### src/hdl/afpe_pkg.sv
// Shared types, constants and AES helper functions for the audio frame packer.
// Used by every module of the block but the checker; depends on nothing.
package afpe_pkg;

    typedef enum logic [1:0] {
        TK_START,
        TK_CLEAR,
        TK_PAYLOAD
    } tk_kind_t;

    typedef struct packed {
        tk_kind_t    kind;
        logic [7:0]  data;
        logic        last;
    } tok_t;

    typedef enum logic [2:0] {
        F_IDLE,
        F_START,
        F_HDR,
        F_PH0,
        F_PH1,
        F_B1,
        F_B2,
        F_FLUSH
    } front_state_t;

    typedef struct packed {
        logic start;
        logic ack;
    } aes_ctl_t;

    typedef struct packed {
        logic busy;
        logic done;
    } aes_sts_t;

    localparam logic [2:0] REG_GEN_MODE = 3'd0;
    localparam logic [2:0] REG_KEY_HIGH = 3'd1;
    localparam logic [2:0] REG_KEY_LOW  = 3'd2;
    localparam logic [2:0] REG_IV_HIGH  = 3'd3;
    localparam logic [2:0] REG_IV_LOW   = 3'd4;

    localparam logic [7:0] PAY_HDR0 = 8'h20;
    localparam logic [7:0] PAY_HDR1 = 8'h00;
    localparam logic [6:0] PAY_HDR_TAIL = 7'h01;
    localparam logic [31:0] SSRC_WORD = 32'hDEADBEEF;

    localparam logic [7:0] SBOX [0:255] = '{
        8'h63,8'h7c,8'h77,8'h7b,8'hf2,8'h6b,8'h6f,8'hc5,8'h30,8'h01,8'h67,8'h2b,8'hfe,8'hd7,8'hab,8'h76,
        8'hca,8'h82,8'hc9,8'h7d,8'hfa,8'h59,8'h47,8'hf0,8'had,8'hd4,8'ha2,8'haf,8'h9c,8'ha4,8'h72,8'hc0,
        8'hb7,8'hfd,8'h93,8'h26,8'h36,8'h3f,8'hf7,8'hcc,8'h34,8'ha5,8'he5,8'hf1,8'h71,8'hd8,8'h31,8'h15,
        8'h04,8'hc7,8'h23,8'hc3,8'h18,8'h96,8'h05,8'h9a,8'h07,8'h12,8'h80,8'he2,8'heb,8'h27,8'hb2,8'h75,
        8'h09,8'h83,8'h2c,8'h1a,8'h1b,8'h6e,8'h5a,8'ha0,8'h52,8'h3b,8'hd6,8'hb3,8'h29,8'he3,8'h2f,8'h84,
        8'h53,8'hd1,8'h00,8'hed,8'h20,8'hfc,8'hb1,8'h5b,8'h6a,8'hcb,8'hbe,8'h39,8'h4a,8'h4c,8'h58,8'hcf,
        8'hd0,8'hef,8'haa,8'hfb,8'h43,8'h4d,8'h33,8'h85,8'h45,8'hf9,8'h02,8'h7f,8'h50,8'h3c,8'h9f,8'ha8,
        8'h51,8'ha3,8'h40,8'h8f,8'h92,8'h9d,8'h38,8'hf5,8'hbc,8'hb6,8'hda,8'h21,8'h10,8'hff,8'hf3,8'hd2,
        8'hcd,8'h0c,8'h13,8'hec,8'h5f,8'h97,8'h44,8'h17,8'hc4,8'ha7,8'h7e,8'h3d,8'h64,8'h5d,8'h19,8'h73,
        8'h60,8'h81,8'h4f,8'hdc,8'h22,8'h2a,8'h90,8'h88,8'h46,8'hee,8'hb8,8'h14,8'hde,8'h5e,8'h0b,8'hdb,
        8'he0,8'h32,8'h3a,8'h0a,8'h49,8'h06,8'h24,8'h5c,8'hc2,8'hd3,8'hac,8'h62,8'h91,8'h95,8'he4,8'h79,
        8'he7,8'hc8,8'h37,8'h6d,8'h8d,8'hd5,8'h4e,8'ha9,8'h6c,8'h56,8'hf4,8'hea,8'h65,8'h7a,8'hae,8'h08,
        8'hba,8'h78,8'h25,8'h2e,8'h1c,8'ha6,8'hb4,8'hc6,8'he8,8'hdd,8'h74,8'h1f,8'h4b,8'hbd,8'h8b,8'h8a,
        8'h70,8'h3e,8'hb5,8'h66,8'h48,8'h03,8'hf6,8'h0e,8'h61,8'h35,8'h57,8'hb9,8'h86,8'hc1,8'h1d,8'h9e,
        8'he1,8'hf8,8'h98,8'h11,8'h69,8'hd9,8'h8e,8'h94,8'h9b,8'h1e,8'h87,8'he9,8'hce,8'h55,8'h28,8'hdf,
        8'h8c,8'ha1,8'h89,8'h0d,8'hbf,8'he6,8'h42,8'h68,8'h41,8'h99,8'h2d,8'h0f,8'hb0,8'h54,8'hbb,8'h16
    };

    // Byte k of a block sits in bits [127-8k -: 8].
    function automatic logic [7:0] xtime(input logic [7:0] x);
        xtime = {x[6:0], 1'b0} ^ (x[7] ? 8'h1b : 8'h00);
    endfunction

    function automatic logic [127:0] sub_shift(input logic [127:0] s);
        logic [127:0] r;
        r = '0;
        for (int c = 0; c < 4; c++) begin
            for (int j = 0; j < 4; j++) begin
                r[127 - 8 * (j + 4 * c) -: 8] = SBOX[s[127 - 8 * (j + 4 * ((c + j) % 4)) -: 8]];
            end
        end
        sub_shift = r;
    endfunction

    function automatic logic [127:0] mix_columns(input logic [127:0] s);
        logic [127:0] r;
        logic [7:0] a0, a1, a2, a3, x;
        r = '0;
        for (int c = 0; c < 4; c++) begin
            a0 = s[127 - 32 * c -: 8];
            a1 = s[119 - 32 * c -: 8];
            a2 = s[111 - 32 * c -: 8];
            a3 = s[103 - 32 * c -: 8];
            x = a0 ^ a1 ^ a2 ^ a3;
            r[127 - 32 * c -: 8] = a0 ^ x ^ xtime(a0 ^ a1);
            r[119 - 32 * c -: 8] = a1 ^ x ^ xtime(a1 ^ a2);
            r[111 - 32 * c -: 8] = a2 ^ x ^ xtime(a2 ^ a3);
            r[103 - 32 * c -: 8] = a3 ^ x ^ xtime(a3 ^ a0);
        end
        mix_columns = r;
    endfunction

    function automatic logic [127:0] next_key(input logic [127:0] rk, input logic [7:0] rcon);
        logic [31:0] t, w0, w1, w2, w3;
        t  = {SBOX[rk[23:16]] ^ rcon, SBOX[rk[15:8]], SBOX[rk[7:0]], SBOX[rk[31:24]]};
        w0 = rk[127:96] ^ t;
        w1 = rk[95:64] ^ w0;
        w2 = rk[63:32] ^ w1;
        w3 = rk[31:0] ^ w2;
        next_key = {w0, w1, w2, w3};
    endfunction

endpackage

### src/hdl/afpe_fifo.sv
// Four-entry token queue between the packing front and the encryption back.
// Depends on afpe_pkg for the token type.
module afpe_fifo (
    input  logic             aclk,
    input  logic             aresetn,
    input  logic             push,
    input  afpe_pkg::tok_t   push_tok,
    output logic             push_ready,
    input  logic             pop,
    output afpe_pkg::tok_t   pop_tok,
    output logic             pop_valid
);

    afpe_pkg::tok_t mem_reg [0:3];
    logic [1:0] wr_ptr_reg, wr_ptr_next;
    logic [1:0] rd_ptr_reg, rd_ptr_next;
    logic [2:0] cnt_reg, cnt_next;
    logic do_push, do_pop;

    assign push_ready = (cnt_reg != 3'd4);
    assign pop_valid  = (cnt_reg != 3'd0);
    assign pop_tok    = mem_reg[rd_ptr_reg];
    assign do_push    = push && push_ready;
    assign do_pop     = pop && pop_valid;

    always_comb begin
        wr_ptr_next = do_push ? wr_ptr_reg + 2'd1 : wr_ptr_reg;
        rd_ptr_next = do_pop ? rd_ptr_reg + 2'd1 : rd_ptr_reg;
        cnt_next = cnt_reg + {2'b00, do_push} - {2'b00, do_pop};
    end

    always_ff @(posedge aclk) begin
        if (!aresetn) begin
            wr_ptr_reg <= '0;
            rd_ptr_reg <= '0;
            cnt_reg    <= '0;
        end else begin
            wr_ptr_reg <= wr_ptr_next;
            rd_ptr_reg <= rd_ptr_next;
            cnt_reg    <= cnt_next;
        end
    end

    always_ff @(posedge aclk) begin
        if (do_push) begin
            mem_reg[wr_ptr_reg] <= push_tok;
        end
    end

endmodule

### config.mk
export PLATFORM = sky130hd
export DESIGN_NAME = afpe_fifo
export DESIGN_NICKNAME = d
export VERILOG_FILES = /design/src/hdl/afpe_pkg.sv /design/src/hdl/afpe_fifo.sv
export SDC_FILE = /design/constraint.sdc
export NUM_CORES = 1
export LEC_CHECK = 0
export BUFFER_PORTS_ARGS = -buffer_cell sky130_fd_sc_hd__buf_4
export CORE_ASPECT_RATIO = 0.8
export CORE_MARGIN = 10
export CORE_UTILIZATION = 56
export DETAILED_ROUTE_END_ITERATION = 10
export GPL_ROUTABILITY_DRIVEN = 0
export PLACE_DENSITY = 0.82
export SYNTH_ARGS = -nofsm -noshare
export SYNTH_HDL_FRONTEND = slang
export SYNTH_SLANG_ARGS = --single-unit
### constraint.sdc
create_clock -name aclk -period 2.9 [get_ports aclk]
set_input_delay 0.58 -clock aclk [delete_from_list [all_inputs] [get_ports aclk]]
set_output_delay 0.58 -clock aclk [all_outputs]
set_load 0.005 [all_outputs]
==> run summary, run 1 <==
Ys Warns: 0
Largest fanout on the critical path: 6
WL/cell: 18.4 um
Max-Cap Viols: 0
Clock skew: 0.00776 ns
Post-layout util: 68.6%
Final nets: 159
IO Count: 28
CTS resizes: 0
Crit path max-delay cell type: dfxtp_1
Min Tclk post-route: 2.37 ns
Mux contribution to synthesized area: 12.9%
Status: finished, final reports clean
Via density: 5.39
Core ar.: 0.00349 mm^2
Mapped cell area: 0.00207 mm^2
Final Slew Violations: 0
Worst skew pair latency: 0.30 ns
Post-Syn Instances: 105
Final wirelength: 3.31 mm
Die Ht: 74.4 um
Unrepaired setup endpoints after global routing: no
Critical Path Max Stage Delay: 0.56 ns
Largest family of logic cells by synthesized area: multiplexers
CP most frequent cell: buf_4
Gr usage total: 10.9%
#FFs+latches synth: 53
Crit path buffers/inverters: 2
Drt drc: 0
Worst slew pin tran: 0.597 ns
Cell at the root of the clock tree: clkbuf_8
Fin. Hold Viols: 0
Vias in the first global route: 1070
Relative slew slack: 60.2%
Critical path capture point type: primary output
Crit path launch type: flip-flop
Synthesized area per cell: 19.7 um^2
Area fraction in compound gates after synthesis: 1.81%
# fillers: 234
Critical Path AT: 1.79 ns
Peak VDD IR: 460 uV
Hold crit path type: input pin to flip-flop
Sink Count: 53
CP cell instances: buf_4, mux4_2, buf_4
Starting DRC count in detailed routing: 59
Post-Synth Adder-Cell Area: 4.60%
First-pass GRT wire length: 5.42 mm
P per Cell Area: 808 mW/mm^2
Starting Density: 59.2%
Crit share post-route: 81.8%
Synth Area in Simple Gates: 4.48%
Grt ovf: 0
Antenna violations before repair: 0
Drt first pass iters: 4
Worst Path Required: 2.32 ns
Overall power: 1940 uW
Num CTS Buffers: 5
Area grow syn2layout: 15.9%
Clock-pin slew on the worst setup and hold paths: 0.09 ns
Antenna cell count: 0
Number of setup violations in the final report: 0
Final ANT Viol Nets: 0
Placed instance area: 0.00231 mm^2
P_leak: 0.000849 uW
Share of cells above drive strength 1: 36.2%
Cts hold-fix bufs: 0
Max reg flops: 44
TritonCTS clock tree: yes
# Post-CTS Setup Buffers: 0
CTS max path bufs: 2
XOR/XNOR Fraction of Synth Area: 1.69%
IO buf count: 27
Number of distinct library cells after synthesis: 19
Final TNS setup: 0 ns
Sequential fraction of the synthesis area: 72.6%
Peak Freq: 422 MHz
Die Wd: 87.9 um
Synth Net Count: 127
H-Tree Depth: 2
Row cnt: 19
Finished Cell Area: 0.00240 mm^2
WS Path Type: flip-flop to primary output
HPWL after DPL: 2.45 mm
CP top delay family: flip-flops
Vias after detailed routing: 971
Largest net degree at the start of global routing: 17
DIE AREA: 0.00654 mm^2
layer usage:
metal / vias to the layer above / share of wire (%) / GRT usage (%)
li1: 463 / - / -
met1: 485 / 41 / 12.8
met2: 18 / 53 / 18.3
met3: 5 / 5.0 / 4.04
met4: 0 / 1.0 / 3.71
met5: - / 0 / 0
worst paths after layout:
kind | cells after the start | slack [ns] | start | to
setup / recovery | 3 | 0.53 | flip-flop | pop_tok[10]
hold / removal | 1 | 0.48 | push_tok[6] | mem_reg[2][6]
setup reg to reg | 11 | 0.53 | cnt_reg[1] | cnt_reg[2]
hold reg to reg | 2 | 0.50 | wr_ptr_reg[1] | wr_ptr_reg[1]
where the power goes:
part	internal (uW)	switching, uW
Combinational	313	210
Clock	172	224
Sequential	933	84.1
Total	1420	518
kinds of logic after synthesis:
group / after synthesis
buffers and inverters: 8
AOI/OAI and AO/OA: 3
adders and majority gates: 7
muxes: 13
xor gates and xnor gates: 4
and+or+nand+nor: 17
DFF: 53
placed cells by master (no fill, tap or decap), types with 2 or more instances in the layout:
cell,n
buf_4,28
inv_1,5
nand2_1,5
clkbuf_8,5
mux2i_1,2
ha_1,6
mux4_2,11
edfxtp_1,44
xnor2_1,4
and2_1,7
dfxtp_1,9
nor2b_1,3
area by class of cell:
cell class              instances  area [um^2]  area share [%]
clock buffers                   6         72.6            3.03
clock inverters                 2         13.8           0.574
inverters                       5         18.8           0.783
multi-input cells              44          528            22.0
flip-flops and latches         53         1500            62.6
well taps                      42         52.6            2.19
repair buffers                 28          210            8.77
cells in the mapped netlist (all sizes together):
| master | instances | area, um^2 |
|---|---|---|
| edfxtp | 44 | 1320 |
| mux4 | 11 | 248 |
| dfxtp | 9 | 180 |
| and2 | 7 | 43.8 |
| ha | 6 | 75.1 |
| inv | 5 | 18.8 |
| nand2 | 5 | 18.8 |
| xnor2 | 4 | 35.0 |
| nor2b | 3 | 18.8 |
| buf | 2 | 16.3 |
| mux2i | 2 | 20.0 |
| a21boi | 1 | 11.3 |
| clkbuf | 1 | 3.75 |
| fa | 1 | 20.0 |
| nor2 | 1 | 3.75 |
| o311ai | 1 | 16.3 |
| o31a | 1 | 10.0 |
| or3 | 1 | 7.51 |
through the flow:
| stage | worst slack (ns) | cells | hold slack [ns] |
|---|---|---|---|
| after detailed placement | 0.437 | 172 | 0.496 |
| after CTS | 0.480 | 180 | 0.467 |
| final | 0.529 | 180 | 0.476 |
| after floorplan | 0.632 | 105 | 0.468 |
| after global placement | 0.503 | 172 | 0.482 |
| after global routing | 0.329 | 180 | 0.461 |
worst register-to-register path: cells and delay by family, from the launching register on:
kind,cells,cell delay (ns)
fa+ha+maj,3,0.79
flops,1,0.48
compound gates,1,0.29
simple gates,2,0.27
xor+xnor,2,0.26
buf+inv,3,0.19
Note: power is estimated with default switching activity, not from simulation.
==> inputs of run 2 (changes only) <==
ABC_AREA = 1   (was unset)
clock period = 2.35 ns   (was 2.9 ns; I/O delays follow)
==> run 2 against run 1 <==
Net effect: combinational power grew 47%; synthesized cell count grew 64%; final area grew 4.4%; largest power group unchanged.
==> run summary, run 2 <==
Clock-pin slew on the worst setup and hold paths: 0.09 ns
Post-Layout Cell Count: 250
Crit share post-route: 89.0%
Final Slew Violations: 0
WL/cell: 17.3 um
Worst Path Required: 2.55 ns
Hold crit path type: input pin to flip-flop
Starting Density: 60.2%
Primary FF master, synth: edfxtp_1
Starting DRC count in detailed routing: 142
Drt drc: 0
Vias in the first global route: 1408
Post-synth EDFFs: 44
Synth Net Count: 194
# Post-CTS Setup Buffers: 0
Die Wd: 89.0 um
Cts hold-fix bufs: 0
Min Tclk post-route: 2.09 ns
Drt first pass iters: 4
DIE AREA: 0.00669 mm^2
Clock group share of total power: 23.8%
Max-Cap Viols: 0
Post-layout util: 70.7%
Seq pwr share: 46.9%
Crit path launch type: flip-flop
WS Path Type: flip-flop to flip-flop
# fillers: 243
Top-count cell post-synth: edfxtp_1
Cell internal pwr: 1830 uW
Sink Count: 53
Num CTS Buffers: 5
Final nets: 229
Gr usage total: 13.4%
Row cnt: 19
Area grow syn2layout: 17.5%
Fraction of power spent switching nets: 30.1%
Fin. Hold Viols: 0
Antenna violations before repair: 0
Post-synth top area cell: edfxtp_1
Ys Warns: 0
Commonest non-fill, non-tap cell in the layout: edfxtp_1
Final TNS setup: 0 ns
P per Cell Area: 1050 mW/mm^2
Largest fanout on the critical path: 6
Worst slew pin tran: 0.358 ns
Top cells by area, synth: edfxtp_1, dfxtp_1, nor2_1, ha_1, o21ai_1
Leading cell types in the layout, fill and taps excluded: edfxtp_1, buf_4, nor2_1, inv_1, o21ai_1
IO buf count: 27
Synthesized area per cell: 12.4 um^2
Share of cells above drive strength 1: 21.6%
Critical Path AT: 2.29 ns
Worst skew pair latency: 0.30 ns
Top post-synthesis cells by count: edfxtp_1, nor2_1, inv_1, o21ai_1
Critical path capture point type: flip-flop
Vias after detailed routing: 1381
Final wirelength: 4.33 mm
P_leak: 0.000976 uW
IO Count: 28
Relative slew slack: 76.1%
Synth top area share: 62.0%
Final ANT Viol Nets: 0
Placed insts: 242
Grt ovf: 0
CTS max path bufs: 2
HPWL after DPL: 2.99 mm
Die Ht: 75.2 um
FF+latch area: 0.00150 mm^2
Cell at the root of the clock tree: clkbuf_8
Antenna cell count: 0
Clock skew: 0.00420 ns
Unrepaired setup endpoints after global routing: no
Via density: 5.52
Peak VDD IR: 631 uV
Post-Syn Instances: 172
Status: finished, final reports clean
Max reg flops: 44
Switching pwr: 791 uW
Core ar.: 0.00354 mm^2
Number of setup violations in the final report: 0
Asr flop ratio synth: 0%
First-pass GRT wire length: 6.62 mm
H-Tree Depth: 2
Sequential fraction of the synthesis area: 70.5%
#FFs+latches synth: 53
Peak Freq: 478 MHz
Area of the multi-input gates: 518 um^2
Mapped cell area: 0.00213 mm^2
Number of distinct library cells after synthesis: 19
Gate power share: 29.3%
Largest net degree at the start of global routing: 23
TritonCTS clock tree: yes
CTS resizes: 0
-- run 2: logic make-up after synthesis --
logic type,synth area share (%)
DFF,70.5
buffers and inverters,5.23
adders and majority gates,4.46
AOI/OAI and AO/OA,10.3
and+or+nand+nor,9.57
-- run 2: layout make-up --
type                    count  share of cell area (%)
flip-flops and latches     53                    60.0
well taps                  42                    2.10
clock buffers               7                    3.45
inverters                  16                    2.40
clock inverters             1                    1.20
repair buffers             34                    10.2
multi-input cells          97                    20.7
-- run 2: routing by layer --
metal	GRT usage, %	vias to the layer above	share of wire (%)
li1	-	667	-
met1	13.9	661	39
met2	25.3	49	54
met3	3.88	4	7.0
met4	4.75	0	0.72
met5	0	-	0
-- run 2: power groups by stage --
stage               combinational [uW]  sequential, uW  clock [uW]
detailed placement                 772            1250           0
finish                             770            1230         625
global route                       871            1240         663
CTS                                783            1230         630
floorplan                          460            1230           0
global placement                   713            1240           0
-- run 2: worst paths after layout --
path | startpoint | to | slack [ns] | cells past startpoint
worst max-delay path | cnt_reg[1] | cnt_reg[2] | 0.26 | 10
worst min-delay path | push_tok[10] | mem_reg[1][10] | 0.37 | 1
worst max register to register | cnt_reg[1] | cnt_reg[2] | 0.26 | 10
worst min register to register | rd_ptr_reg[0] | rd_ptr_reg[0] | 0.50 | 2
-- run 2: critical path, cell delays in order (launching register included) --
cell     delay [ns]
dfxtp_1        0.45
nor2_4         0.08
nand2_2        0.12
nand2_1        0.15
ha_1           0.32
inv_1          0.07
ha_1           0.14
inv_1          0.06
fa_1           0.38
o21ai_0        0.16
nor2_1         0.05
-- run 2: per-stage QoR --
step                      power [uW]  instance area, um^2  hold WS [ns]  setup WS (ns)
final                           2630                 2500         0.367          0.259
after global routing            2780                 2500         0.354          0.121
after CTS                       2650                 2500         0.359          0.258
after detailed placement        2020                 2390         0.485          0.295
after global placement          1960                 2390         0.478          0.439
after floorplan                 1690                 2130         0.448          0.482
