`config.mk`:
```
export PLATFORM = sky130hd
export DESIGN_NAME = afpe_front
export DESIGN_NICKNAME = d
export VERILOG_FILES = /design/src/hdl/afpe_pkg.sv /design/src/hdl/afpe_front.sv
export SDC_FILE = /design/constraint.sdc
export NUM_CORES = 1
export LEC_CHECK = 0
export BUFFER_PORTS_ARGS = -buffer_cell sky130_fd_sc_hd__buf_2
export CAP_MARGIN = 20
export CELL_PAD_IN_SITES_DETAIL_PLACEMENT = 0
export CELL_PAD_IN_SITES_GLOBAL_PLACEMENT = 1
export CORE_MARGIN = 3
export CORE_UTILIZATION = 45
export CTS_CLUSTER_DIAMETER = 60
export CTS_CLUSTER_SIZE = 28
export DETAILED_ROUTE_END_ITERATION = 10
export GPL_ROUTABILITY_DRIVEN = 0
export PLACE_DENSITY_LB_ADDON = 0.1
export SETUP_SLACK_MARGIN = 0.1
export SYNTH_ARGS = -nofsm -noshare
export SYNTH_HDL_FRONTEND = slang
export SYNTH_SLANG_ARGS = --single-unit
```
`constraint.sdc`:
```
create_clock -name aclk -period 3 [get_ports aclk]
set_input_delay 0 -clock aclk [delete_from_list [all_inputs] [get_ports aclk]]
set_output_delay 0 -clock aclk [all_outputs]
set_load 0.01 [all_outputs]
```
`src/hdl/afpe_pkg.sv`:
```
// Shared types, constants and AES helper functions for the audio frame packer.
// Used by every module of the block but the checker; depends on nothing.
package afpe_pkg;

    typedef enum logic [1:0] {
        TK_START,
        TK_CLEAR,
        TK_PAYLOAD
    } tk_kind_t;

    typedef struct packed {
        tk_kind_t    kind;
        logic [7:0]  data;
        logic        last;
    } tok_t;

    typedef enum logic [2:0] {
        F_IDLE,
        F_START,
        F_HDR,
        F_PH0,
        F_PH1,
        F_B1,
        F_B2,
        F_FLUSH
    } front_state_t;

    typedef struct packed {
        logic start;
        logic ack;
    } aes_ctl_t;

    typedef struct packed {
        logic busy;
        logic done;
    } aes_sts_t;

    localparam logic [2:0] REG_GEN_MODE = 3'd0;
    localparam logic [2:0] REG_KEY_HIGH = 3'd1;
    localparam logic [2:0] REG_KEY_LOW  = 3'd2;
    localparam logic [2:0] REG_IV_HIGH  = 3'd3;
    localparam logic [2:0] REG_IV_LOW   = 3'd4;

    localparam logic [7:0] PAY_HDR0 = 8'h20;
    localparam logic [7:0] PAY_HDR1 = 8'h00;
    localparam logic [6:0] PAY_HDR_TAIL = 7'h01;
    localparam logic [31:0] SSRC_WORD = 32'hDEADBEEF;

    localparam logic [7:0] SBOX [0:255] = '{
        8'h63,8'h7c,8'h77,8'h7b,8'hf2,8'h6b,8'h6f,8'hc5,8'h30,8'h01,8'h67,8'h2b,8'hfe,8'hd7,8'hab,8'h76,
        8'hca,8'h82,8'hc9,8'h7d,8'hfa,8'h59,8'h47,8'hf0,8'had,8'hd4,8'ha2,8'haf,8'h9c,8'ha4,8'h72,8'hc0,
        8'hb7,8'hfd,8'h93,8'h26,8'h36,8'h3f,8'hf7,8'hcc,8'h34,8'ha5,8'he5,8'hf1,8'h71,8'hd8,8'h31,8'h15,
        8'h04,8'hc7,8'h23,8'hc3,8'h18,8'h96,8'h05,8'h9a,8'h07,8'h12,8'h80,8'he2,8'heb,8'h27,8'hb2,8'h75,
        8'h09,8'h83,8'h2c,8'h1a,8'h1b,8'h6e,8'h5a,8'ha0,8'h52,8'h3b,8'hd6,8'hb3,8'h29,8'he3,8'h2f,8'h84,
        8'h53,8'hd1,8'h00,8'hed,8'h20,8'hfc,8'hb1,8'h5b,8'h6a,8'hcb,8'hbe,8'h39,8'h4a,8'h4c,8'h58,8'hcf,
        8'hd0,8'hef,8'haa,8'hfb,8'h43,8'h4d,8'h33,8'h85,8'h45,8'hf9,8'h02,8'h7f,8'h50,8'h3c,8'h9f,8'ha8,
        8'h51,8'ha3,8'h40,8'h8f,8'h92,8'h9d,8'h38,8'hf5,8'hbc,8'hb6,8'hda,8'h21,8'h10,8'hff,8'hf3,8'hd2,
        8'hcd,8'h0c,8'h13,8'hec,8'h5f,8'h97,8'h44,8'h17,8'hc4,8'ha7,8'h7e,8'h3d,8'h64,8'h5d,8'h19,8'h73,
        8'h60,8'h81,8'h4f,8'hdc,8'h22,8'h2a,8'h90,8'h88,8'h46,8'hee,8'hb8,8'h14,8'hde,8'h5e,8'h0b,8'hdb,
        8'he0,8'h32,8'h3a,8'h0a,8'h49,8'h06,8'h24,8'h5c,8'hc2,8'hd3,8'hac,8'h62,8'h91,8'h95,8'he4,8'h79,
        8'he7,8'hc8,8'h37,8'h6d,8'h8d,8'hd5,8'h4e,8'ha9,8'h6c,8'h56,8'hf4,8'hea,8'h65,8'h7a,8'hae,8'h08,
        8'hba,8'h78,8'h25,8'h2e,8'h1c,8'ha6,8'hb4,8'hc6,8'he8,8'hdd,8'h74,8'h1f,8'h4b,8'hbd,8'h8b,8'h8a,
        8'h70,8'h3e,8'hb5,8'h66,8'h48,8'h03,8'hf6,8'h0e,8'h61,8'h35,8'h57,8'hb9,8'h86,8'hc1,8'h1d,8'h9e,
        8'he1,8'hf8,8'h98,8'h11,8'h69,8'hd9,8'h8e,8'h94,8'h9b,8'h1e,8'h87,8'he9,8'hce,8'h55,8'h28,8'hdf,
        8'h8c,8'ha1,8'h89,8'h0d,8'hbf,8'he6,8'h42,8'h68,8'h41,8'h99,8'h2d,8'h0f,8'hb0,8'h54,8'hbb,8'h16
    };

    // Byte k of a block sits in bits [127-8k -: 8].
    function automatic logic [7:0] xtime(input logic [7:0] x);
        xtime = {x[6:0], 1'b0} ^ (x[7] ? 8'h1b : 8'h00);
    endfunction

    function automatic logic [127:0] sub_shift(input logic [127:0] s);
        logic [127:0] r;
        r = '0;
        for (int c = 0; c < 4; c++) begin
            for (int j = 0; j < 4; j++) begin
                r[127 - 8 * (j + 4 * c) -: 8] = SBOX[s[127 - 8 * (j + 4 * ((c + j) % 4)) -: 8]];
            end
        end
        sub_shift = r;
    endfunction

    function automatic logic [127:0] mix_columns(input logic [127:0] s);
        logic [127:0] r;
        logic [7:0] a0, a1, a2, a3, x;
        r = '0;
        for (int c = 0; c < 4; c++) begin
            a0 = s[127 - 32 * c -: 8];
            a1 = s[119 - 32 * c -: 8];
            a2 = s[111 - 32 * c -: 8];
            a3 = s[103 - 32 * c -: 8];
            x = a0 ^ a1 ^ a2 ^ a3;
            r[127 - 32 * c -: 8] = a0 ^ x ^ xtime(a0 ^ a1);
            r[119 - 32 * c -: 8] = a1 ^ x ^ xtime(a1 ^ a2);
            r[111 - 32 * c -: 8] = a2 ^ x ^ xtime(a2 ^ a3);
            r[103 - 32 * c -: 8] = a3 ^ x ^ xtime(a3 ^ a0);
        end
        mix_columns = r;
    endfunction

    function automatic logic [127:0] next_key(input logic [127:0] rk, input logic [7:0] rcon);
        logic [31:0] t, w0, w1, w2, w3;
        t  = {SBOX[rk[23:16]] ^ rcon, SBOX[rk[15:8]], SBOX[rk[7:0]], SBOX[rk[31:24]]};
        w0 = rk[127:96] ^ t;
        w1 = rk[95:64] ^ w0;
        w2 = rk[63:32] ^ w1;
        w3 = rk[31:0] ^ w2;
        next_key = {w0, w1, w2, w3};
    endfunction

endpackage

```
`src/hdl/afpe_front.sv`:
```
// Packing front: accepts samples, emits header bytes and bit-shifted payload
// bytes as tokens into the queue. Depends on afpe_pkg.
module afpe_front #(
    parameter int SAMPLES_PER_FRAME = 352,
    parameter int MAX_FRAME_BYTES   = 16384
) (
    input  logic             aclk,
    input  logic             aresetn,
    input  logic             in_valid,
    output logic             in_ready,
    input  logic [15:0]      sample,
    input  logic             frame_start,
    input  logic             frame_end,
    input  logic [14:0]      frame_bytes,
    input  logic             generation_mode,
    output logic             tok_valid,
    output afpe_pkg::tok_t   tok,
    input  logic             tok_ready
);

    afpe_pkg::front_state_t state_reg, state_next;
    logic [3:0]  idx_reg, idx_next;
    logic [15:0] sample_reg, sample_next;
    logic        end_reg, end_next;
    logic        gen_reg, gen_next;
    logic [15:0] len_reg, len_next;
    logic [15:0] seq_reg, seq_next;
    logic [31:0] ts_reg, ts_next;
    logic        first_reg, first_next;
    logic        open_reg, open_next;
    logic [6:0]  partial_reg, partial_next;
    logic        push, accept, last_tok, hdr_last;
    logic [15:0] fb_ext, fb_lim;
    logic [7:0]  hdr_byte;

    assign fb_ext   = {1'b0, frame_bytes};
    assign fb_lim   = (fb_ext > 16'(MAX_FRAME_BYTES)) ? 16'(MAX_FRAME_BYTES) : fb_ext;
    assign hdr_last = gen_reg ? (idx_reg == 4'd11) : (idx_reg == 4'd15);
    assign push     = tok_valid && tok_ready;
    assign last_tok = (state_reg == afpe_pkg::F_FLUSH) ||
                      (state_reg == afpe_pkg::F_B2 && !end_reg);
    assign in_ready = (state_reg == afpe_pkg::F_IDLE) || (last_tok && push);
    assign accept   = in_valid && in_ready;

    always_comb begin
        hdr_byte = 8'h00;
        if (gen_reg) begin
            unique case (idx_reg)
                4'd0:  hdr_byte = 8'h80;
                4'd1:  hdr_byte = first_reg ? 8'he0 : 8'h60;
                4'd2:  hdr_byte = seq_reg[15:8];
                4'd3:  hdr_byte = seq_reg[7:0];
                4'd4:  hdr_byte = ts_reg[31:24];
                4'd5:  hdr_byte = ts_reg[23:16];
                4'd6:  hdr_byte = ts_reg[15:8];
                4'd7:  hdr_byte = ts_reg[7:0];
                4'd8:  hdr_byte = afpe_pkg::SSRC_WORD[31:24];
                4'd9:  hdr_byte = afpe_pkg::SSRC_WORD[23:16];
                4'd10: hdr_byte = afpe_pkg::SSRC_WORD[15:8];
                4'd11: hdr_byte = afpe_pkg::SSRC_WORD[7:0];
                default: hdr_byte = 8'h00;
            endcase
        end else begin
            unique case (idx_reg)
                4'd0:    hdr_byte = 8'h24;
                4'd2:    hdr_byte = len_reg[15:8];
                4'd3:    hdr_byte = len_reg[7:0];
                4'd4:    hdr_byte = 8'hF0;
                4'd5:    hdr_byte = 8'hFF;
                default: hdr_byte = 8'h00;
            endcase
        end
    end

    always_comb begin
        state_next   = state_reg;
        idx_next     = idx_reg;
        sample_next  = sample_reg;
        end_next     = end_reg;
        gen_next     = gen_reg;
        len_next     = len_reg;
        seq_next     = seq_reg;
        ts_next      = ts_reg;
        first_next   = first_reg;
        open_next    = open_reg;
        partial_next = partial_reg;
        tok_valid    = (state_reg != afpe_pkg::F_IDLE);
        tok.kind     = afpe_pkg::TK_PAYLOAD;
        tok.data     = 8'h00;
        tok.last     = 1'b0;

        unique case (state_reg)
            afpe_pkg::F_IDLE: begin
            end
            afpe_pkg::F_START: begin
                tok.kind = afpe_pkg::TK_START;
                if (push) begin
                    state_next = afpe_pkg::F_HDR;
                    idx_next   = '0;
                end
            end
            afpe_pkg::F_HDR: begin
                tok.kind = afpe_pkg::TK_CLEAR;
                tok.data = hdr_byte;
                if (push) begin
                    idx_next = idx_reg + 4'd1;
                    if (hdr_last) begin
                        state_next = afpe_pkg::F_PH0;
                        if (gen_reg) begin
                            seq_next   = seq_reg + 16'd1;
                            ts_next    = ts_reg + 32'(SAMPLES_PER_FRAME);
                            first_next = 1'b0;
                        end
                    end
                end
            end
            afpe_pkg::F_PH0: begin
                tok.data = afpe_pkg::PAY_HDR0;
                if (push) begin
                    state_next = afpe_pkg::F_PH1;
                end
            end
            afpe_pkg::F_PH1: begin
                tok.data = afpe_pkg::PAY_HDR1;
                if (push) begin
                    state_next = afpe_pkg::F_B1;
                end
            end
            afpe_pkg::F_B1: begin
                tok.data = {partial_reg, sample_reg[15]};
                if (push) begin
                    state_next = afpe_pkg::F_B2;
                end
            end
            afpe_pkg::F_B2: begin
                tok.data = sample_reg[14:7];
                if (push) begin
                    partial_next = sample_reg[6:0];
                    state_next   = end_reg ? afpe_pkg::F_FLUSH : afpe_pkg::F_IDLE;
                end
            end
            afpe_pkg::F_FLUSH: begin
                tok.data = {partial_reg, 1'b0};
                tok.last = 1'b1;
                if (push) begin
                    state_next = afpe_pkg::F_IDLE;
                end
            end
            default: begin
                state_next = afpe_pkg::F_IDLE;
            end
        endcase

        if (accept) begin
            sample_next = sample;
            end_next    = frame_end;
            if (frame_start) begin
                state_next   = afpe_pkg::F_START;
                gen_next     = generation_mode;
                len_next     = fb_lim + 16'd15;
                partial_next = afpe_pkg::PAY_HDR_TAIL;
                open_next    = !frame_end;
            end else if (open_reg) begin
                state_next = afpe_pkg::F_B1;
                open_next  = !frame_end;
            end else begin
                state_next = afpe_pkg::F_IDLE;
            end
        end
    end

    always_ff @(posedge aclk) begin
        if (!aresetn) begin
            state_reg   <= afpe_pkg::F_IDLE;
            seq_reg     <= '0;
            ts_reg      <= '0;
            first_reg   <= 1'b1;
            open_reg    <= 1'b0;
            partial_reg <= '0;
        end else begin
            state_reg   <= state_next;
            seq_reg     <= seq_next;
            ts_reg      <= ts_next;
            first_reg   <= first_next;
            open_reg    <= open_next;
            partial_reg <= partial_next;
        end
    end

    always_ff @(posedge aclk) begin
        idx_reg    <= idx_next;
        sample_reg <= sample_next;
        end_reg    <= end_next;
        gen_reg    <= gen_next;
        len_reg    <= len_next;
    end

endmodule

```
==> run_results.csv, run 1 <==
group,metric,value,unit
run_status,outcome,"finished clean",
floorplanning,fp.dieArea,0.01276,mm2
clock_network,numCtsBuffers,9,
place,port-buffer-count,50,
route,wirelength,13.07,mm
synthesis,synth_area_leaders,"edfxtp_1 22%, dfxtp_1 21%, a21oi_1 5.0%, nand2_1 3.6%, o21ai_0 3.0%",
timing,fmax,0.3640,GHz
critical_path,cp_max_fo,12,
layout,area_growth,16.74,%
timing,hold_violations,0,
clock_network,postCtsSetupBuffers,0,
synthesis,syn_nets,623,
synthesis,ys_seq_area_frac,0.4355,
timing,rsz0062_at_grt,"false",
timing,post-route-period-util,0.9157,
route,first_pass_iters,8,
critical_path,reg2reg_setup_slack,0.58,ns
critical_path,path_cells,"ha_1 > buf_4 > nor3b_1 > a221o_1 > a31oi_1 > o21ai_0 > buf_2",
clock_network,cts_buffer_depth,2,
timing,finalSetupTns,0,ns
power,p_per_area,506.6,mW/mm2
clock_network,clk_pin_slew,0.07,ns
power,ir_worst_vdd,0.5065,mV
floorplanning,io_pins,51,
critical_path,start_kind,"flop",
clock_network,clock_sinks,93,
timing,min_period,2.747,ns
route,drtIter0Drc,420,
global_routing,grt_pass1_vias,4291,
power,p_seq_frac,0.477,
synthesis,synth_edf_count,38,
synthesis,synth_warnings,0,
floorplanning,core_area,0.01103,mm2
power,netSwitchingFraction,0.2858,
clock_network,cts_tree,"built",
synthesis,synthCells,578,
timing,worst_pin_slew,0.7292,ns
route,ant_nets,0,
timing,max-slew-margin-rel,0.5133,
timing,skew,0.007287,ns
global_routing,grt_overflow,0,
layout,utilization,0.5449,
power,power.leakage,2.055,nW
synthesis,synthArstFlopShare,0,
floorplanning,row_count,38,
place,hpwl,9.218,mm
synthesis,syn_area,0.005149,mm2
clock_network,clock_latency,0.36,ns
layout,antenna_cells,0,
clock_network,root_buffer,"clkbuf_16",
power,internal_power,2.175,mW
route,viasPerCell,5.863,
critical_path,cpPeakStageDelay,0.52,ns
route,vias,4526,
hold_path,hold_class,"input pin to flop",
critical_path,crit_required,3.00,ns
critical_path,critPathSlowestCell,"nor3b_1",
place,dp_cells,731,
global_routing,grt_use_total,0.2134,
timing,setup_viol,0,
global_routing,antenna_found_initial,0,
synthesis,syn-mean-instance-area,8.908,um2
critical_path,critPathKind,"flop to primary output",
route,wl_per_cell,16.94,um
power,clockPowerShare,0.382,
timing,drv_slew,0,
global_routing,grt_max_degree,43,
layout,nNetsFinal,672,
global_routing,grt_pass1_wl,21.89,mm
layout,final_cells,772,
synthesis,yosys.cell_types.count,62,
synthesis,ys_ff_latch,93,
floorplanning,initial_core_util,0.4668,
critical_path,cp.arrival,2.75,ns
synthesis,synth_top_cell_by_area,"edfxtp_1",
clock_network,h-tree-depth,3,
route,drc,0,
floorplanning,fp.dieH,113.0,um
power,p_switching,0.8703,mW
floorplanning,die_w,113.0,um
layout,largest_register_ffs,27,
run,maxCapViolCount,0,
layout,drive_gt1_frac,0.1345,
synthesis,ys.flop_type,"dfxtp_1",
synthesis,synth_top_area_frac,0.2216,
power,comb_power_share,0.141,
critical_path,cp-end-kind,"primary output",
path summary, 6_finish.rpt:
path	startpoint	end	depth (start not counted)
hold reg to reg	partial_reg[2]$_SDFF_PN0_	partial_reg[2]$_SDFF_PN0_	2
hold / removal	frame_bytes[13]	len_reg[13]$_DFFE_PP_	3
setup / recovery	idx_reg[0]$_SDFFCE_PN0P_	tok[1]	7
setup reg to reg	state_reg[1]$_SDFFE_PN0P_	seq_reg[12]$_SDFFE_PN0P_	4
layout make-up:
type,instances,area (um2)
Multi-Input combinational cell,417,2625
Timing Repair Buffer,85,575.6
Tap cell,140,175.2
Clock inverter,7,88.84
Inverter,21,78.83
Clock buffer,9,225.2
Sequential cell,93,2242
Fill cell,1038,5020
layer usage:
metal,global-route usage,wire length (um)
met5,0,0
met4,0.06410,221
met3,0.04706,542
met2,0.3460,6200
met1,0.2864,6110
cells by family after synthesis:
group / Yosys count / share of synthesized area
compound gates: 177 / 0.2331
fa+ha+maj: 7 / 0.01701
flops: 93 / 0.4355
xor+xnor: 20 / 0.03402
simple gates: 212 / 0.2245
other cells: 1 / 0.0007283
buf+inv: 68 / 0.05517
metrics by stage:
stage / hold WS, ns / worst slack, ns / area (um2) / power (mW)
finish: 0.02176 / 0.2529 / 6011 / 3.045
global route: 0.04934 / 0.1230 / 6011 / 3.200
CTS: 0.01273 / 0.2889 / 6008 / 3.071
detailed placement: 0.1781 / 0.6199 / 5444 / 1.884
global placement: 0.1759 / 0.7094 / 5444 / 1.876
floorplan: 0.06194 / 1.072 / 5149 / 1.745
power groups by stage:
stage	logic (mW)	clock network (mW)	registers, mW
after floorplan	0.299	0	1.45
after global placement	0.396	0	1.48
after detailed placement	0.402	0	1.48
after CTS	0.428	1.19	1.45
after global routing	0.476	1.26	1.46
final	0.429	1.16	1.45
Yosys cell counts (6+ instances only):
| library cell | count |
|---|---|
| nand2_1 | 49 |
| a22oi_1 | 10 |
| o31ai_1 | 15 |
| ha_1 | 7 |
| nor4_1 | 6 |
| nor3_1 | 7 |
| o21ai_0 | 31 |
| xnor2_1 | 8 |
| nand4_1 | 15 |
| nor2b_1 | 11 |
| nor2_1 | 35 |
| a211oi_1 | 7 |
| or4_1 | 14 |
| a22o_1 | 7 |
| xor2_1 | 12 |
| dfxtp_1 | 55 |
| a221o_1 | 6 |
| and4_1 | 7 |
| a31oi_1 | 6 |
| inv_1 | 21 |
| clkbuf_1 | 34 |
| and2_1 | 7 |
| or3_1 | 19 |
| buf_2 | 8 |
| nand3_1 | 18 |
| edfxtp_1 | 38 |
| a21oi_1 | 51 |
repair_timing:
action,CTS,global route
resized for setup,0,1
hold endpoints to repair,28,0
hold buffers,25,0
setup endpoints to repair,0,1
layout by cell type, fill, tap and decap left out, drive strengths merged, types with 4 or more instances in the layout:
| cell type | count |
|---|---|
| a221oi | 5 |
| a211oi | 7 |
| a222oi | 4 |
| a31oi | 6 |
| nand3 | 18 |
| xor2 | 12 |
| buf | 60 |
| dlygate4sd3 | 25 |
| o31ai | 15 |
| a311oi | 5 |
| ha | 7 |
| o21a | 4 |
| o211ai | 4 |
| o21ai | 31 |
| and2 | 7 |
| a21oi | 51 |
| nand3b | 5 |
| or4 | 14 |
| nor2b | 11 |
| a22o | 7 |
| dfxtp | 55 |
| clkbuf | 9 |
| and4 | 7 |
| edfxtp | 38 |
| nor4 | 6 |
| nand4 | 15 |
| nor3 | 7 |
| nand2 | 49 |
| or3 | 19 |
| a221o | 6 |
| xnor2 | 8 |
| inv | 25 |
| nor2 | 35 |
| a22oi | 10 |
worst max-delay path: cells and delay by family (launching register included):
| kind | cells | cell delay [ns] |
|---|---|---|
| buffers and inverters | 2 | 0.44 |
| AOI/OAI and AO/OA | 3 | 0.63 |
| and+or+nand+nor | 1 | 0.52 |
| adders and majority gates | 1 | 0.38 |
| DFF | 1 | 0.43 |
No activity file was read; power rests on OpenSTA's default activity.
==> inputs of run 2 (changes only) <==
- HOLD_SLACK_MARGIN: not set -> 0.03
- SKIP_CTS_REPAIR_TIMING: not set -> 1
==> run 2 against run 1 <==
- register-to-register slack gained 0.03 ns
- final cell count down 0.39%
- combinational power barely moved
- critical path depth stayed put
- utilization down 0.27 points
- via count hardly changed
==> run_results.csv, run 2 (same netlist as run 1, synthesis figures left out) <==
group,metric,value,unit
global_routing,busiest_layer,"met2",
clock_network,root_buffer,"clkbuf_16",
power,finalPower,3.040,mW
critical_path,cp-end-kind,"primary output",
critical_path,start_kind,"flop",
critical_path,reg2reg_setup_slack,0.61,ns
floorplanning,initial_core_util,0.4668,
route,wl_per_cell,17.00,um
timing,rsz0062_at_grt,"false",
power,netSwitchingFraction,0.2856,
layout,antenna_cells,0,
timing,finalSetupTns,0,ns
layout,final_cell_mix,"55 x dfxtp_1, 51 x a21oi_1, 50 x buf_2, 49 x nand2_1, 38 x edfxtp_1",
route,drtIter0Drc,367,
critical_path,worst_r2r_endpoint,"seq_reg[14]$_SDFFE_PN0P_",
global_routing,grtUsageMet2,0.3310,
route,vias,4524,
power,p_seq_frac,0.478,
timing,fmax,0.3679,GHz
global_routing,grt_pass1_vias,4178,
layout,nNetsFinal,669,
critical_path,path_cells,"ha_1 > buf_4 > nor3b_1 > a221o_1 > a31oi_1 > o21ai_0 > buf_2",
critical_path,crit_required,3.00,ns
power,p_per_area,508.4,mW/mm2
global_routing,grt_use_total,0.2081,
timing,max-slew-margin-rel,0.5278,
timing,hold_violations,0,
route,wirelength,13.07,mm
layout,largest_register_ffs,27,
clock_network,h-tree-depth,3,
place,pre_cts_ws,0.6199,ns
floorplanning,io_pins,51,
hold_path,hold_class,"input pin to flop",
critical_path,critPathSlowestCell,"nor3b_1",
floorplanning,die_w,113.0,um
critical_path,cp.arrival,2.72,ns
power,power.leakage,2.042,nW
global_routing,grt_max_degree,43,
floorplanning,fp.dieH,113.0,um
floorplanning,fp.dieArea,0.01276,mm2
place,port-buffer-count,50,
clock_network,cts_tree,"built",
power,ir_worst_vdd,0.5078,mV
run,maxCapViolCount,0,
power,comb_power_share,0.140,
floorplanning,core_area,0.01103,mm2
global_routing,grtUsageMet1,0.2833,
layout,final_common_cell,"dfxtp_1",
global_routing,grt_pass1_wl,21.38,mm
clock_network,clock_sinks,93,
route,viasPerCell,5.883,
timing,drv_slew,0,
clock_network,cts_buffer_depth,2,
place,hpwl,9.218,mm
clock_network,clk_pin_slew,0.07,ns
route,drc,0,
power,clockPowerShare,0.382,
hold_path,min-delay-start,"frame_bytes[14]",
global_routing,grt_overflow,0,
timing,worst_pin_slew,0.7076,ns
critical_path,critPathKind,"flop to primary output",
floorplanning,row_count,38,
hold_path,hold_depth,2,
timing,min_period,2.718,ns
route,ant_nets,0,
critical_path,cpPeakStageDelay,0.49,ns
hold_path,holdPathEnd,"len_reg[13]$_DFFE_PP_",
timing,skew,0.006950,ns
layout,fillerInstances,1037,
global_routing,antenna_found_initial,0,
critical_path,rr_worst_depth,4,
timing,timing.final.ws_setup,0.2819,ns
timing,setup_viol,0,
power,internal_power,2.172,mW
clock_network,numCtsBuffers,9,
layout,area_growth,16.16,%
critical_path,r2r_start,"state_reg[0]$_SDFFE_PN0P_",
timing,post-route-period-util,0.9060,
power,p_switching,0.8684,mW
run_status,outcome,"finished clean",
critical_path,cp_max_fo,12,
layout,drive_gt1_frac,0.1351,
clock_network,clock_latency,0.36,ns
route,first_pass_iters,6,
global_routing,gr-usage-met3,0.04706,
==> run 2: cell count changes in the layout (fill, tap and decap cells not counted) <==
cell           previous run  this run
dlygate4sd3_1            25        22
==> run 2: worst max-delay path: cells and delay by family, from the launching register on <==
family                   cells  cell delay, ns
AND/OR/NAND/NOR              1            0.49
AO/OA/AOI/OAI                3            0.63
buffers and inverters        2            0.44
flip-flops                   1            0.42
adder cells (fa/ha/maj)      1            0.37
==> run 2: cell type report <==
type                       instances  area, um2  share of cell area
clock buffer                       9      225.2             0.03766
clock inverter                     7      88.84             0.01485
inverter                          21      78.83             0.01318
multi-input combinational        417       2625              0.4389
sequential                        93       2242              0.3749
tap                              140      175.2             0.02929
timing repair buffer              82      545.5             0.09121
==> run 2: power by group through the flow <==
stage / Clock (mW) / Sequential, mW / Combinational, mW
final: 1.16 / 1.45 / 0.427
after global routing: 1.26 / 1.46 / 0.473
after CTS: 1.19 / 1.45 / 0.403
after detailed placement: 0 / 1.48 / 0.402
after global placement: 0 / 1.48 / 0.396
after floorplan: 0 / 1.45 / 0.299
==> run 2: worst max path at each step <==
stage	from	end	slack, ns	cells past startpoint
6_report	idx_reg[0]$_SDFFCE_PN0P_	tok[1]	0.28	7
5_1_grt	idx_reg[0]$_SDFFCE_PN0P_	tok[1]	0.12	7
4_1_cts	idx_reg[1]$_SDFFCE_PN0P_	tok[1]	0.29	7
3_5_place_dp	state_reg[0]$_SDFFE_PN0P_	seq_reg[12]$_SDFFE_PN0P_	0.62	4
3_3_place_gp	state_reg[0]$_SDFFE_PN0P_	seq_reg[14]$_SDFFE_PN0P_	0.71	4
2_1_floorplan	state_reg[0]$_SDFFE_PN0P_	gen_reg$_DFFE_PP_	1.07	6
==> run 2: layer usage <==
layer,wire length (um),up-vias
li1,-,2278
met1,6112,2137
met5,0,-
met2,6297,98
met4,201,0
met3,463,11
==> run 2: through the flow <==
stage / area [um2] / hold WS [ns] / utilization / instances
after floorplan: 5149 / 0.06194 / - / 578
after global placement: 5444 / 0.1759 / 0.4935 / 731
after detailed placement: 5444 / 0.1781 / 0.4935 / 731
after CTS: 5758 / -0.1997 / 0.5220 / 747
after global routing: 5981 / 0.03454 / 0.5422 / 769
final: 5981 / 0.008560 / 0.5422 / 769
==> inputs of run 3 (changes only) <==
- ABC_AREA: not set -> 1
==> run 3 against run 2 <==
- area after synthesis increased by 9.3%
- die area increased by 8.8%
- maximum frequency increased by 7.2%
- global-route usage increased by 1.3 points
- final cell count increased by 36%
- setup slack improved by 0.18 ns
- synthesized cell count increased by 39%
==> run_results.csv, run 3 <==
group,metric,value,unit
run_status,outcome,"finished clean",
critical_path,cp.arrival,2.54,ns
synthesis,ys.flop_type,"dfxtp_1",
synthesis,synth.most_common_cell,"nand2_1",
clock_network,clock_sinks,93,
synthesis,ys_seq_area_frac,0.3985,
power,power.leakage,2.649,nW
floorplanning,row_count,40,
hold_path,hold_depth,3,
critical_path,reg2reg_setup_slack,0.71,ns
global_routing,grt_max_degree,31,
clock_network,clock_latency,0.36,ns
timing,finalSetupTns,0,ns
critical_path,crit_required,3.00,ns
floorplanning,io_pins,51,
route,drc,0,
synthesis,syn_area,0.005627,mm2
synthesis,synth_top_area_frac,0.2028,
timing,drv_slew,0,
critical_path,cp_max_fo,13,
floorplanning,fp.dieArea,0.01388,mm2
hold_path,hold_class,"input pin to flop",
clock_network,cts_buffer_depth,2,
route,vias,5485,
critical_path,r2r_start,"state_reg[1]$_SDFFE_PN0P_",
global_routing,grt_pass1_wl,24.76,mm
route,drtIter0Drc,376,
floorplanning,die_w,117.8,um
floorplanning,fp.dieH,117.8,um
timing,fmax,0.3943,GHz
route,ant_nets,0,
layout,antenna_cells,0,
hold_path,min-delay-start,"frame_bytes[14]",
critical_path,critPathKind,"flop to primary output",
synthesis,synth_top_cell_by_area,"edfxtp_1",
synthesis,synth_edf_count,38,
power,ir_worst_vdd,0.4692,mV
hold_path,holdPathEnd,"len_reg[14]$_DFFE_PP_",
global_routing,grt_overflow,0,
power,p_per_area,534.7,mW/mm2
run,maxCapViolCount,0,
synthesis,ys_top_cells_by_count,"197 x nand2_1, 112 x inv_1, 94 x nor2_1, 63 x nand3_1, 55 x dfxtp_1",
floorplanning,core_area,0.01211,mm2
critical_path,worst_r2r_endpoint,"len_reg[15]$_DFFE_PP_",
timing,setup_viol,0,
clock_network,root_buffer,"clkbuf_16",
route,first_pass_iters,5,
global_routing,grt_pass1_vias,5050,
layout,utilization,0.5432,
layout,largest_register_ffs,27,
synthesis,ys_ff_latch,93,
place,hpwl,11.75,mm
timing,post-route-period-util,0.8453,
layout,drive_gt1_frac,0.1078,
timing,worst_pin_slew,0.6344,ns
synthesis,synthCells,806,
layout,area_growth,16.92,%
synthesis,syn_nets,851,
route,wirelength,15.63,mm
layout,final_cells,1049,
place,dp_cells,1011,
clock_network,clk_pin_slew,0.07,ns
global_routing,antenna_found_initial,0,
clock_network,cts_tree,"built",
critical_path,cp-end-kind,"primary output",
synthesis,syn-mean-instance-area,6.981,um2
timing,skew,0.006682,ns
timing,min_period,2.536,ns
timing,max-slew-margin-rel,0.5771,
clock_network,h-tree-depth,3,
synthesis,synth_area_leaders,"edfxtp_1 20%, dfxtp_1 20%, nand2_1 13%, inv_1 7.5%, nor2_1 6.3%",
place,port-buffer-count,50,
timing,hold_violations,0,
global_routing,grt_use_total,0.2208,
synthesis,yosys.cell_types.count,42,
floorplanning,initial_core_util,0.4646,
layout,final_cell_mix,"197 x nand2_1, 112 x inv_1, 94 x nor2_1, 63 x nand3_1, 55 x dfxtp_1",
route,viasPerCell,5.229,
clock_network,numCtsBuffers,9,
synthesis,synthArstFlopShare,0,
critical_path,start_kind,"flop",
route,wl_per_cell,14.90,um
critical_path,rr_worst_depth,8,
layout,final_common_cell,"nand2_1",
synthesis,synth_warnings,0,
layout,nNetsFinal,921,
timing,rsz0062_at_grt,"false",
run 3: cell types whose count changed in the layout (fill, tap and decap cells not counted), moves of 10 or more:
cell     change
inv_1       +91
nand2_1    +148
nand3_1     +45
nand4_1     +10
nor2_1      +59
nor2b_1     -11
nor3_1      +12
o22ai_1     +16
o31ai_1     -14
or3_1       -19
or4_1       -14
run 3: layer usage:
metal / track usage / wire (um) / up-vias
li1: - / - / 2797
met1: 0.2819 / 6912 / 2545
met2: 0.3644 / 7669 / 117
met3: 0.05286 / 618 / 26
met4: 0.08059 / 425 / 0
met5: 0 / 0 / -
run 3: worst max-delay path, stage by stage (launching register included):
cell	delay, ns
edfxtp_1	0.46
inv_1	0.12
ha_1	0.48
nand2_1	0.28
o22ai_1	0.27
nor2_1	0.08
nand3_1	0.10
nand3_1	0.11
nand3_1	0.12
buf_2	0.15
run 3: final cells by class:
type / instances / area, um2
timing repair buffer: 77 / 525.5
sequential: 93 / 2242
tap: 168 / 210.2
clock buffer: 9 / 225.2
fill: 1220 / 5533
multi-input combinational: 577 / 2859
inverter: 118 / 442.9
clock inverter: 7 / 73.82
run 3: worst max path at each step:
stage,to,start,depth (start not counted)
after CTS,tok[1],idx_reg[0]$_SDFFCE_PN0P_,9
after detailed placement,len_reg[9]$_DFFE_PP_,state_reg[1]$_SDFFE_PN0P_,8
after floorplan,gen_reg$_DFFE_PP_,state_reg[0]$_SDFFE_PN0P_,8
after global placement,len_reg[9]$_DFFE_PP_,state_reg[1]$_SDFFE_PN0P_,8
final,tok[1],idx_reg[0]$_SDFFCE_PN0P_,9
after global routing,tok[5],idx_reg[0]$_SDFFCE_PN0P_,11
run 3: where the power goes:
group	internal (mW)	total [mW]	switching, mW	leakage (nW)
clock	0.591	1.15	0.557	0.148
sequential	1.48	1.56	0.0827	0.798
combinational	0.267	0.809	0.542	1.70
run 3: kinds of logic (layout without fill, tap and decap cells):
group | Yosys count | in the layout | synth area share
other | 1 | 1 | 0.0006665
AO/OA/AOI/OAI | 120 | 120 | 0.1196
multiplexers | 7 | 7 | 0.01245
buffers and inverters | 136 | 211 | 0.09339
AND/OR/NAND/NOR | 422 | 422 | 0.3287
adder cells (fa/ha/maj) | 7 | 7 | 0.01557
flip-flops | 93 | 93 | 0.3985
XOR/XNOR | 20 | 20 | 0.03113
run 3: metrics by stage:
| step | cell area [um2] | hold slack, ns | power [mW] | setup slack (ns) |
|---|---|---|---|---|
| after detailed placement | 6042 | 0.1781 | 2.365 | 0.7322 |
| after global routing | 6579 | 0.02630 | 3.709 | 0.2727 |
| final | 6579 | 0.01890 | 3.518 | 0.4641 |
| after floorplan | 5627 | 0.09887 | 2.102 | 0.7476 |
| after global placement | 6042 | 0.1762 | 2.352 | 0.7584 |
| after CTS | 6341 | -0.1992 | 3.507 | 0.4786 |
